`config.mk`:
```
export PLATFORM = sky130hd
export DESIGN_NAME = utf8_umlaut_transliterator
export DESIGN_NICKNAME = d
export VERILOG_FILES = /design/src/hw/rtl/u8ut_pkg.sv /design/src/hw/rtl/u8ut_front.sv /design/src/hw/rtl/u8ut_fifo.sv /design/src/hw/rtl/u8ut_back.sv /design/src/hw/rtl/utf8_umlaut_transliterator.sv
export SDC_FILE = /design/constraint.sdc
export NUM_CORES = 1
export LEC_CHECK = 0
export ABC_AREA = 1
export BUFFER_PORTS_ARGS = -buffer_cell sky130_fd_sc_hd__buf_2
export CAP_MARGIN = 20
export CORE_AREA = 10 10 125 127
export CTS_CLUSTER_SIZE = 16
export DETAILED_ROUTE_END_ITERATION = 12
export DIE_AREA = 0 0 135 137
export PLACE_DENSITY_LB_ADDON = 0.15
export SYNTH_ARGS = -nofsm -noshare
export SYNTH_HDL_FRONTEND = slang
export SYNTH_SLANG_ARGS = --single-unit
export TNS_END_PERCENT = 50
```
`constraint.sdc`:
```
create_clock -name clock -period 3.6 [get_ports clock]
set_input_delay 0.72 -clock clock [delete_from_list [all_inputs] [get_ports clock]]
set_output_delay 0.72 -clock clock [all_outputs]
set_load 0.02 [all_outputs]
```
`src/hw/rtl/u8ut_pkg.sv`:
```
package u8ut_pkg;

   localparam logic [7:0] ASCII_LIMIT  = 8'h80;
   localparam logic [7:0] UPPER_A      = 8'h41;
   localparam logic [7:0] UPPER_Z      = 8'h5A;
   localparam logic [7:0] CASE_OFFSET  = 8'h20;
   localparam logic [7:0] LEAD_C2      = 8'hC2;
   localparam logic [7:0] LEAD_C3      = 8'hC3;
   localparam logic [7:0] LEAD_DF      = 8'hDF;
   localparam logic [7:0] LEAD_E0      = 8'hE0;
   localparam logic [7:0] LEAD_E1      = 8'hE1;
   localparam logic [7:0] LEAD_ED      = 8'hED;
   localparam logic [7:0] LEAD_EF      = 8'hEF;
   localparam logic [7:0] LEAD_F0      = 8'hF0;
   localparam logic [7:0] LEAD_F4      = 8'hF4;
   localparam logic [7:0] CONT_BA      = 8'hBA;
   localparam logic [7:0] CONT_9E      = 8'h9E;
   localparam logic [7:0] CONT_9F      = 8'h9F;
   localparam logic [7:0] CHAR_QMARK   = 8'h3F;
   localparam logic [7:0] CHAR_A       = 8'h61;
   localparam logic [7:0] CHAR_E       = 8'h65;
   localparam logic [7:0] CHAR_O       = 8'h6F;
   localparam logic [7:0] CHAR_S       = 8'h73;
   localparam logic [7:0] CHAR_U       = 8'h75;
   localparam logic [15:0] SIZE_RESET  = 16'd256;

   typedef enum logic [1:0] {
      HALT_NONE  = 2'd0,
      HALT_TRUNC = 2'd1,
      HALT_ENC   = 2'd2
   } halt_type;

   typedef enum logic [2:0] {
      PH_IDLE = 3'd0,
      PH_C3   = 3'd1,
      PH_E1   = 3'd2,
      PH_E1BA = 3'd3,
      PH_GEN  = 3'd4,
      PH_LOW  = 3'd5,
      PH_HIGH = 3'd6
   } phase_type;

   typedef struct packed {
      logic [7:0] c1;
      logic [7:0] c2;
      logic       two;
      logic       is_end;
      logic [1:0] status;
   } entry_type;

endpackage

```
`src/hw/rtl/u8ut_front.sv`:
```
module u8ut_front
   import u8ut_pkg::*;
(
   input  logic        clock,
   input  logic        reset,
   input  logic        accept,
   input  logic [7:0]  in_byte,
   input  logic        csr_write,
   input  logic [15:0] csr_data,
   output logic        emit,
   output entry_type   entry
);

   logic [15:0] out_size_ff, out_size_in;
   logic [15:0] space_ff, space_in;
   phase_type   phase_ff, phase_in;
   logic [1:0]  pending_ff, pending_in;
   halt_type    halt_ff, halt_in;

   logic [15:0] reload_space;
   logic        ok;
   logic        pair;
   logic [7:0]  p1, p2;
   logic [1:0]  pending_dec;

   assign reload_space = (out_size_ff == 16'd0) ? 16'd0 : out_size_ff - 16'd1;
   assign pending_dec  = pending_ff - 2'd1;

   always_comb begin
      case (phase_ff)
         PH_HIGH: ok = (pending_ff == 2'd2) ? (in_byte >= 8'hA0 && in_byte <= 8'hBF)
                                            : (in_byte >= 8'h90 && in_byte <= 8'hBF);
         PH_LOW:  ok = (pending_ff == 2'd2) ? (in_byte >= 8'h80 && in_byte <= 8'h9F)
                                            : (in_byte >= 8'h80 && in_byte <= 8'h8F);
         default: ok = (in_byte[7:6] == 2'b10);
      endcase
   end

   always_comb begin
      pair = 1'b0;
      p1   = CHAR_QMARK;
      p2   = CHAR_QMARK;
      if (phase_ff == PH_C3) begin
         case (in_byte)
            8'hA4, 8'h84: begin pair = 1'b1; p1 = CHAR_A; p2 = CHAR_E; end
            8'hB6, 8'h96: begin pair = 1'b1; p1 = CHAR_O; p2 = CHAR_E; end
            8'hBC, 8'h9C: begin pair = 1'b1; p1 = CHAR_U; p2 = CHAR_E; end
            CONT_9F:      begin pair = 1'b1; p1 = CHAR_S; p2 = CHAR_S; end
            default:      pair = 1'b0;
         endcase
      end else if (phase_ff == PH_E1BA && in_byte == CONT_9E) begin
         pair = 1'b1;
         p1   = CHAR_S;
         p2   = CHAR_S;
      end
   end

   always_comb begin
      out_size_in  = out_size_ff;
      space_in     = space_ff;
      phase_in     = phase_ff;
      pending_in   = pending_ff;
      halt_in      = halt_ff;
      emit         = 1'b0;
      entry.c1     = CHAR_QMARK;
      entry.c2     = CHAR_QMARK;
      entry.two    = 1'b0;
      entry.is_end = 1'b0;
      entry.status = HALT_NONE;
      if (csr_write) begin
         out_size_in = csr_data;
         space_in    = (csr_data == 16'd0) ? 16'd0 : csr_data - 16'd1;
      end else if (accept) begin
         if (in_byte == 8'd0) begin
            emit         = 1'b1;
            entry.c1     = 8'd0;
            entry.c2     = 8'd0;
            entry.is_end = 1'b1;
            if (halt_ff != HALT_NONE) begin
               entry.status = halt_ff;
            end else if (phase_ff != PH_IDLE) begin
               entry.status = HALT_ENC;
            end
            space_in   = reload_space;
            phase_in   = PH_IDLE;
            pending_in = 2'd0;
            halt_in    = HALT_NONE;
         end else if (halt_ff != HALT_NONE) begin
            halt_in = halt_ff;
         end else if (phase_ff == PH_IDLE || phase_ff > PH_HIGH) begin
            phase_in = PH_IDLE;
            if (space_ff == 16'd0) begin
               halt_in = HALT_TRUNC;
            end else if (in_byte < ASCII_LIMIT) begin
               emit     = 1'b1;
               entry.c1 = (in_byte >= UPPER_A && in_byte <= UPPER_Z) ?
                          in_byte + CASE_OFFSET : in_byte;
               space_in = space_ff - 16'd1;
            end else if (in_byte >= LEAD_C2 && in_byte <= LEAD_DF) begin
               phase_in   = (in_byte == LEAD_C3) ? PH_C3 : PH_GEN;
               pending_in = 2'd1;
            end else if (in_byte >= LEAD_E0 && in_byte <= LEAD_EF) begin
               phase_in   = (in_byte == LEAD_E0) ? PH_HIGH :
                            (in_byte == LEAD_E1) ? PH_E1 :
                            (in_byte == LEAD_ED) ? PH_LOW : PH_GEN;
               pending_in = 2'd2;
            end else if (in_byte >= LEAD_F0 && in_byte <= LEAD_F4) begin
               phase_in   = (in_byte == LEAD_F0) ? PH_HIGH :
                            (in_byte == LEAD_F4) ? PH_LOW : PH_GEN;
               pending_in = 2'd3;
            end else begin
               halt_in    = HALT_ENC;
               pending_in = 2'd0;
            end
         end else if (!ok || pending_ff == 2'd0) begin
            halt_in    = HALT_ENC;
            phase_in   = PH_IDLE;
            pending_in = 2'd0;
         end else if (pending_dec != 2'd0) begin
            pending_in = pending_dec;
            phase_in   = (phase_ff == PH_E1 && in_byte == CONT_BA) ? PH_E1BA : PH_GEN;
         end else begin
            pending_in = 2'd0;
            phase_in   = PH_IDLE;
            emit       = 1'b1;
            if (pair && space_ff >= 16'd2) begin
               entry.c1  = p1;
               entry.c2  = p2;
               entry.two = 1'b1;
               space_in  = space_ff - 16'd2;
            end else if (space_ff != 16'd0) begin
               space_in = space_ff - 16'd1;
            end
         end
      end
   end

   always_ff @(posedge clock) begin
      if (reset) begin
         out_size_ff <= SIZE_RESET;
         space_ff    <= SIZE_RESET - 16'd1;
         phase_ff    <= PH_IDLE;
         pending_ff  <= 2'd0;
         halt_ff     <= HALT_NONE;
      end else begin
         out_size_ff <= out_size_in;
         space_ff    <= space_in;
         phase_ff    <= phase_in;
         pending_ff  <= pending_in;
         halt_ff     <= halt_in;
      end
   end

endmodule

```
`src/hw/rtl/u8ut_fifo.sv`:
```
module u8ut_fifo
   import u8ut_pkg::*;
#(
   parameter int DEPTH = 4
) (
   input  logic      clock,
   input  logic      reset,
   input  logic      push,
   input  entry_type wdata,
   output logic      full,
   input  logic      pop,
   output entry_type rdata,
   output logic      empty
);

   localparam int IW = (DEPTH > 1) ? $clog2(DEPTH) : 1;
   localparam int CW = $clog2(DEPTH + 1);
   localparam logic [IW-1:0] LAST_IDX = IW'(DEPTH - 1);
   localparam logic [CW-1:0] FULL_CNT = CW'(DEPTH);

   entry_type         mem_ff [DEPTH];
   logic [IW-1:0]     head_ff, head_in;
   logic [IW-1:0]     tail_ff, tail_in;
   logic [CW-1:0]     count_ff, count_in;
   logic              do_push, do_pop;

   assign full    = (count_ff == FULL_CNT);
   assign empty   = (count_ff == '0);
   assign do_push = push && !full;
   assign do_pop  = pop && !empty;
   assign rdata   = mem_ff[head_ff];

   always_comb begin
      head_in  = head_ff;
      tail_in  = tail_ff;
      count_in = count_ff;
      if (do_push) begin
         tail_in = (tail_ff == LAST_IDX) ? '0 : tail_ff + IW'(1);
      end
      if (do_pop) begin
         head_in = (head_ff == LAST_IDX) ? '0 : head_ff + IW'(1);
      end
      if (do_push && !do_pop) begin
         count_in = count_ff + CW'(1);
      end else if (do_pop && !do_push) begin
         count_in = count_ff - CW'(1);
      end
   end

   always_ff @(posedge clock) begin
      if (do_push) begin
         mem_ff[tail_ff] <= wdata;
      end
   end

   always_ff @(posedge clock) begin
      if (reset) begin
         head_ff  <= '0;
         tail_ff  <= '0;
         count_ff <= '0;
      end else begin
         head_ff  <= head_in;
         tail_ff  <= tail_in;
         count_ff <= count_in;
      end
   end

endmodule

```
`src/hw/rtl/u8ut_back.sv`:
```
module u8ut_back
   import u8ut_pkg::*;
(
   input  logic       clock,
   input  logic       reset,
   input  entry_type  q_data,
   input  logic       q_empty,
   output logic       q_pop,
   output logic       rsp_empty,
   input  logic       rsp_pop,
   output logic [7:0] rsp_out_char,
   output logic       rsp_is_end,
   output logic [1:0] rsp_status,
   output logic       rsp_last
);

   entry_type cur_ff, cur_in;
   logic      valid_ff, valid_in;
   logic      sec_ff, sec_in;
   logic      take, done;

   assign rsp_empty    = !valid_ff;
   assign rsp_out_char = sec_ff ? cur_ff.c2 : cur_ff.c1;
   assign rsp_is_end   = cur_ff.is_end;
   assign rsp_status   = cur_ff.status;
   assign rsp_last     = cur_ff.two ? sec_ff : 1'b1;

   assign take  = rsp_pop && valid_ff;
   assign done  = take && rsp_last;
   assign q_pop = (!valid_ff || done) && !q_empty;

   always_comb begin
      cur_in   = cur_ff;
      valid_in = valid_ff;
      sec_in   = sec_ff;
      if (take && !rsp_last) begin
         sec_in = 1'b1;
      end else if (q_pop) begin
         cur_in   = q_data;
         valid_in = 1'b1;
         sec_in   = 1'b0;
      end else if (done) begin
         valid_in = 1'b0;
         sec_in   = 1'b0;
      end
   end

   always_ff @(posedge clock) begin
      cur_ff <= cur_in;
   end

   always_ff @(posedge clock) begin
      if (reset) begin
         valid_ff <= 1'b0;
         sec_ff   <= 1'b0;
      end else begin
         valid_ff <= valid_in;
         sec_ff   <= sec_in;
      end
   end

endmodule

```
`src/hw/rtl/utf8_umlaut_transliterator.sv`:
```
// A result is written to the entry queue when its byte is accepted, then loaded into the
// back end's single result register, which drains the queue and drives the rsp_ ports.
// Throughput: one input byte per cycle while the queue is not full; a two-letter form is
// popped one letter at a time. Input is held off while a csr write is offered.
// Reset: synchronous, active high; empties the queue, sets out_size to 256,
// reloads the space count and clears sequence and halt state.
module utf8_umlaut_transliterator
   import u8ut_pkg::*;
#(
   parameter int QUEUE_DEPTH = 4
) (
   input  logic        clock,
   input  logic        reset,
   input  logic        req_push,
   output logic        req_full,
   input  logic [7:0]  req_in_byte,
   output logic        rsp_empty,
   input  logic        rsp_pop,
   output logic [7:0]  rsp_out_char,
   output logic        rsp_is_end,
   output logic [1:0]  rsp_status,
   output logic        rsp_last,
   input  logic        csr_valid,
   output logic        csr_ready,
   input  logic [15:0] csr_out_size
);

   entry_type f_entry, q_data;
   logic      f_emit, q_full, q_empty, q_pop, accept;

   assign csr_ready = 1'b1;
   assign req_full  = q_full || csr_valid;
   assign accept    = req_push && !req_full;

   u8ut_front u_front (
      .clock     (clock),
      .reset     (reset),
      .accept    (accept),
      .in_byte   (req_in_byte),
      .csr_write (csr_valid && csr_ready),
      .csr_data  (csr_out_size),
      .emit      (f_emit),
      .entry     (f_entry)
   );

   u8ut_fifo #(
      .DEPTH (QUEUE_DEPTH)
   ) u_fifo (
      .clock (clock),
      .reset (reset),
      .push  (f_emit),
      .wdata (f_entry),
      .full  (q_full),
      .pop   (q_pop),
      .rdata (q_data),
      .empty (q_empty)
   );

   u8ut_back u_back (
      .clock        (clock),
      .reset        (reset),
      .q_data       (q_data),
      .q_empty      (q_empty),
      .q_pop        (q_pop),
      .rsp_empty    (rsp_empty),
      .rsp_pop      (rsp_pop),
      .rsp_out_char (rsp_out_char),
      .rsp_is_end   (rsp_is_end),
      .rsp_status   (rsp_status),
      .rsp_last     (rsp_last)
   );

endmodule

```
Word-level counts from Yosys, hierarchy flattened
Memories as Yosys holds them, arrays and structs flattened. A register that Yosys moved wholly into a read port is not among the register bits.
Cells that the tools add are included.

word-level totals
  memory bits (writable) = 80
  memories = 1
  output and inout port bits = 15
  bits of input ports = 29
  ROM bits = 0
  bits in latches = 0
  bits in registers = 48

cells by class
  $mul = 0
  equal/unequal tests = 37
  div/mod/pow operators = 0
  reductions and logical operators = 60
  shift-type cells = 0
  $lt $le $gt $ge = 17
  $add $sub $neg = 10
  multiplexer cells = 97
  bitwise logic cells = 2

memory list
  name           depth  bits a word  rd ports  clocked after Yosys merged registers in  write ports  RTL line         source
  u_fifo.mem_ff  4      20           1         1                                        1            u8ut_fifo.sv:21  entry_type mem_ff [DEPTH];

operators by type and width
  kind                                                                     count
  16-bit 2-to-1 mux                                                        14
  8-bit equality test, second input constant                               15
  17-bit 2-to-1 mux                                                        4
  8-bit 2-to-1 mux                                                         7
  3-bit 2-to-1 mux                                                         18
  8-bit >= comparator, second input constant                               6
  8-bit <= comparator, second input constant                               6
  16-bit logical NOT                                                       3
  16-bit by 1-bit subtractor with 16-bit output, second input constant     3
  2-bit 2-to-1 mux                                                         23
  20-bit 2-to-1 mux                                                        2
  7-bit one-hot mux with 4 select lines                                    1
  1-bit 2-to-1 mux                                                         24
  4-bit by 3-bit inequality test with 1-bit output, second input constant  6
  1-bit logical AND                                                        20
  16-bit by 2-bit >= comparator with 1-bit output, second input constant   1
  16-bit nonzero test                                                      1
  16-bit by 2-bit subtractor with 16-bit output, second input constant     1
  7-bit one-hot mux with 2 select lines                                    1
  2-bit nonzero test                                                       5
  3-bit equality test, second input constant                               3
  9-bit 2-to-1 mux                                                         1
  3-bit by 2-bit inequality test with 1-bit output, second input constant  3
  3-bit nonzero test                                                       3
  31 further kinds                                                         52

Longest topological paths before layout
  depth in word-level cells = 17
  gate-level depth with buffers = 21
  depth with buffers taken out = 21

Modules after synthesis
A second synthesis with hierarchy kept.

unflattened totals
  cell total of the unflattened synthesis = 1108
  area, all modules = 8682.1 um2

by module, submodules not included
  module                      instances  cells each  area each (um2)
  u8ut_front                  1          773         4357.9
  u8ut_fifo                   1          265         3444.6
  u8ut_back                   1          63          844.6
  utf8_umlaut_transliterator  1          7           35.0

Worst setup path after synthesis
No wires, ideal clock.

  path kind = input to register
  start = in req_in_byte[6]
  end = mem u_fifo.mem_ff[0][0] (netlist name), enable pin
  path slack = 741 ps
  path buffers = 0
  arrival = 2468 ps
  required time = 3209 ps
  stages on the path = 12
  cell sequence = inv_2 ha_1 nand2_1 nor2_1 nand3_1 nand3_1 nand4_1 inv_1 nand3_1 nand2_1 nand2_2 nor2_1

between the ends
  word-level cells in the longest chain between the ends = 15
  elaborated cells on any way between the ends = 29

ends and longest elaborated chain
  element                                            RTL line                            source
  from (decl)                                        utf8_umlaut_transliterator.sv:16    input logic [7:0] req_in_byte,
  8-bit >= comparator, or another cell as far along  u8ut_front.sv:33, u8ut_front.sv:34
  1-bit logical AND (on tied branches)               n/a
  1-bit 2-to-1 mux (on tied branches)                u8ut_front.sv:33, u8ut_front.sv:31
  1-bit one-hot mux with 2 select lines              u8ut_front.sv:30                    case (phase_ff)
  1-bit logical NOT                                  u8ut_front.sv:115                   end else if (!ok || pending_ff == 2'd0) begin
  1-bit logical OR                                   u8ut_front.sv:115
  1-bit 2-to-1 mux                                   u8ut_front.sv:115
  1-bit 2-to-1 mux                                   u8ut_front.sv:90                    end else if (phase_ff == PH_IDLE || phase_ff > PH_HIGH) begin
  1-bit 2-to-1 mux                                   u8ut_front.sv:88                    end else if (halt_ff != HALT_NONE) begin
  1-bit 2-to-1 mux *                                 u8ut_front.sv:74                    if (in_byte == 8'd0) begin
  1-bit 2-to-1 mux *                                 u8ut_front.sv:73                    end else if (accept) begin
  1-bit 2-to-1 mux *                                 u8ut_front.sv:70                    if (csr_write) begin
  1-bit logical AND *                                u8ut_fifo.sv:29                     assign do_push = push && !full;
  1-bit 2-to-1 mux *                                 u8ut_fifo.sv:51                     if (do_push) begin
  1-bit 2-to-1 mux (implied by the code) *           u8ut_fifo.sv:52                     mem_ff[tail_ff] <= wdata;
  to (decl)                                          u8ut_fifo.sv:21

Mark *: on every way between the ends. The rest lies on a longest branch, timed or not.

Final worst setup path
  start = reg u_front.space_ff[0]
  end = reg u_fifo.count_ff[2]

between the ends
  word-level cells in the longest chain between the ends = 11
  elaborated cells on any way between the ends = 13

ends and longest elaborated chain
  element                       RTL line           source
  from (decl)                   u8ut_front.sv:15   logic [15:0] space_ff, space_in;
  from (signal assigned)        u8ut_front.sv:141  space_ff <= SIZE_RESET - 16'd1;
  from (signal assigned)        u8ut_front.sv:147  space_ff <= space_in;
  16-bit logical NOT *          u8ut_front.sv:92   if (space_ff == 16'd0) begin
  1-bit 2-to-1 mux *            u8ut_front.sv:92
  1-bit 2-to-1 mux *            u8ut_front.sv:90
  1-bit 2-to-1 mux *            u8ut_front.sv:88
  1-bit 2-to-1 mux *            u8ut_front.sv:74
  1-bit 2-to-1 mux *            u8ut_front.sv:73
  1-bit 2-to-1 mux *            u8ut_front.sv:70
  1-bit logical AND *           u8ut_fifo.sv:29
  named net u_fifo.do_push      u8ut_fifo.sv:25    logic do_push, do_pop;
  1-bit logical NOT             u8ut_fifo.sv:45    end else if (do_pop && !do_push) begin
  1-bit logical AND             u8ut_fifo.sv:45
  2-bit nonzero test (no line)  n/a
  to (signal assigned)          u8ut_fifo.sv:64    count_ff <= count_in;
  to (decl)                     u8ut_fifo.sv:24    logic [CW-1:0] count_ff, count_in;

Mark *: on every way through the listed nets, which the timed path passes. The rest lies on a longest branch.
A chain may end at the register's enable or synchronous reset.

==> reports/results.txt <==
The timing-limited maximum frequency was 325 MHz. The detail route stage leaves a number of antenna-violating nets equal to 0. In this run the count of I/O pins placed on the die edge is 44. The total overflow left after global routing is 0. The routability congestion estimate was 0.950. The tools report the startpoint kind of the worst setup timing path as a flop. After detailed routing, the total wire length is 19,900 um. The logs give 0 for the number of antenna violations at the first check in global routing and 5 for the number of search-and-repair iterations in the first detailed-routing pass. The cell area that synthesis handed to floorplanning was 8010 um2. The first global-routing pass estimated 33,200 um of wire. The vertical extent of the die came out at 137 um. The core region is 13,100 um2. The clock period could shrink to 3.08 ns. Post-detailed-route via-to-cell ratio: 5.42.

The tools report the maximum clock skew at final layout as 0.00856 ns. The clock insertion delay at the later pin of the skew report was 0.43 ns; the static leakage was 3.87 nW. After clock tree synthesis, the repair step resized 0 gates. The proportion of layout cells with a drive suffix above 1 was 0.126; the highest ir drop seen on vdd was 0.336 mV. The final clock period utilization by the worst path was 0.854; the mean routed wirelength per cell was 15.6 um. The run gives 1,141 as the net count of the finished layout.

Sort of element at the end of the critical path: a flop. In the layout the commonest cells are nand2_1 (244), nor2_1 (159), inv_1 (115), o21ai_0 (89), edfxtp_1 (85). The number of nets handed over by synthesis was 1,100.

The most repeated library cell on the critical path is nand2_1. The path class of the tightest hold or removal check is flop to flop. CTS saw 133 sinks.

Walking the worst path, the cells encountered are inv_1 -> ha_1 -> nand2_1 -> nor2_2 -> nand2_2 -> nand2_1 -> nor2_1 -> nand2_1 -> nand2_1 -> inv_2 -> nand2_1 -> nand2_2 -> inv_2 -> ha_1 -> inv_1 -> fa_1 -> a21oi_1 -> o21ai_0 -> o21ai_0 -> a21oi_1. The run finished with clean final reports. The count of standard-cell rows is 42, and the number of synthesized register bits is 133. In this run the horizontal extent of the chip is 135 um. The tools report the count of distinct cell types in the synthesized netlist as 45. The most common cell after layout, fill and taps aside is nand2_1.

The yosys synthesis warning count was 0. The count of input and output buffers works out to 42. After technology mapping, the gate count stands at 1,051. The worst-case clock buffer depth was 2; the post-detailed-placement half-perimeter wirelength was 14,400 um. The slowest stage cell on the critical path is dfxtp_1. Of all nets on the critical path, the largest fanout is 7.

For this design, the CTS-stage hold fixing added 0 buffers. The arrival time at the worst endpoint is 3.39 ns. The final count of hold timing violations is 0, and the number of global-route vias before repair is 6,754.

After synthesis, the mean cell area works out to 7.62 um2. The relative slew slack was 0.333. After detailed routing, the number of remaining DRC violations is 0. TritonCTS built the clock tree. The overall routing resource usage was 0.224.

The portion of the post-synthesis area used by sequential elements was 0.439. The critical setup path kind was flop to flop. The cell sitting at the root of the clock tree is a clkbuf_16. Leaving out filler cells and counting taps, the final layout contains 1,281.

The number of max-slew violations in the final report is 0, and the initial detailed-routing violation count is 581. The logs give 3.91 ns for the data required time of the worst path and 0 for the setup fix buffers added after clock tree synthesis. Synthesis-to-finish area growth: 12.5%. Setup repair after global routing left no endpoint under its margin.

The run gives 0 as the final count of negative-setup-slack endpoints. For the number of antenna repair diodes, the log shows 0. For this design the ratio of total power to cell area is 591 nW/um2.

For the starting density of the core, the log shows 0.612. Across the run, the number of max-cap violations was 0. Hold is met by 0.477 ns. For the pin with the worst max-slew slack, the measured transition is 0.999 ns.

Entering global routing, the biggest net connects 38 pins. The clock tree synthesis step divided the H-tree into 4 levels. In the final timing run, aggregate negative setup slack is 0 ns. The floorplan step defined a die boundary enclosing 18,500 um2.

The detailed-route via count came out at 6,947. The peak per-stage delay on the critical path was 0.38 ns; the total CTS buffers was 17. Including well taps, the total number of placed cells is 1,249. Clock-pin slew was measured on the worst setup and hold paths at 0.06 ns.
==> per-layer routing <==
| layer | part of all wire | global-route usage | vias up |
|---|---|---|---|
| met1 | 0.44 | 0.281 | 3204 |
| met5 | 0 | 0 | - |
| met2 | 0.49 | 0.379 | 199 |
| met4 | 0.020 | 0.0843 | 0 |
| met3 | 0.050 | 0.0392 | 34 |
| li1 | - | - | 3510 |
==> power by group <==
part / total (mW) / switching, mW / internal, mW
logic: 1.40 / 0.969 / 0.432
registers: 2.01 / 0.131 / 1.88
clock network: 1.91 / 0.677 / 1.24
==> area by class of cell <==
class | instances | area (um2)
tap | 176 | 220
fill | 1110 | 4070
sequential | 133 | 3510
multi-input combinational | 762 | 3870
inverter | 128 | 483
clock inverter | 14 | 223
clock buffer | 18 | 429
timing repair buffer | 50 | 270
==> sequential cells by signal, indices dropped and copies added (netlist names), 3 cells and up <==
| register | flops |
|---|---|
| u_fifo.count_ff | 3 |
| u_front.space_ff | 16 |
| u_back.cur_ff | 14 |
| u_front.phase_ff | 3 |
| u_front.out_size_ff | 16 |
| u_fifo.mem_ff | 68 |
==> critical path, delay by kind of cell, from the launching register on <==
kind	cells	cell delay [ns]
and+or+nand+nor	9	1.07
AOI/OAI and AO/OA	4	0.46
DFF	1	0.38
adders and majority gates	3	0.74
buffers and inverters	4	0.33
==> synth_stat cells (all sizes together) <==
library cell	instances	area (um2)
xor2	33	289
nor2	176	732
o21bai	1	7.51
ha	19	238
edfxtp	85	2550
inv	128	483
nand2	257	1030
a31oi	2	12.5
xnor2	8	70.1
mux2	3	33.8
nand3	61	335
and3	1	6.26
nor3b	1	7.51
o22ai	20	125
o21ai	94	478
a21oi	49	264
nand4	14	87.6
nand3b	3	22.5
o31ai	3	22.5
fa	1	20.0
conb	1	3.75
o21a	1	7.51
clkbuf	19	71.3
nor4	1	6.26
or2	2	12.5
and2	2	15.0
dfxtp	48	961
nor3	9	45.0
buf	9	71.3
==> cell families (layout without fill, tap and decap cells) <==
logic type,Yosys count,in the layout,synth area share
fa+ha+maj,20,20,0.0322
compound gates,170,170,0.114
flops,133,133,0.439
xor+xnor,41,41,0.0448
buf+inv,156,210,0.0781
mux,3,3,0.00422
simple gates,527,527,0.287
other cells,1,1,0.000468
==> worst paths after layout <==
check | to | depth (start not counted) | slack, ns | startpoint
max | u_fifo.count_ff[2]$_SDFFE_PP0P_ | 20 | 0.52 | u_front.space_ff[0]$_SDFFE_PP1P_
min | u_front.out_size_ff[0]$_SDFFE_PP0P_ | 2 | 0.48 | u_front.out_size_ff[0]$_SDFFE_PP0P_
max reg2reg | u_fifo.count_ff[2]$_SDFFE_PP0P_ | 20 | 0.52 | u_front.space_ff[0]$_SDFFE_PP1P_
min reg2reg | u_front.out_size_ff[0]$_SDFFE_PP0P_ | 2 | 0.48 | u_front.out_size_ff[0]$_SDFFE_PP0P_
==> per-stage QoR <==
| step | utilization | instance area (um2) | total power, mW | setup slack [ns] |
|---|---|---|---|---|
| finish | 0.689 | 9010 | 5.33 | 0.525 |
| detailed placement | 0.639 | 8360 | 3.43 | 0.239 |
| CTS | 0.689 | 9010 | 5.35 | 0.536 |
| floorplan | - | 8010 | 3.04 | 0.741 |
| global route | 0.689 | 9010 | 5.62 | 0.142 |
| global placement | 0.639 | 8360 | 3.40 | 0.279 |
Power figures use the tool's default switching activity.
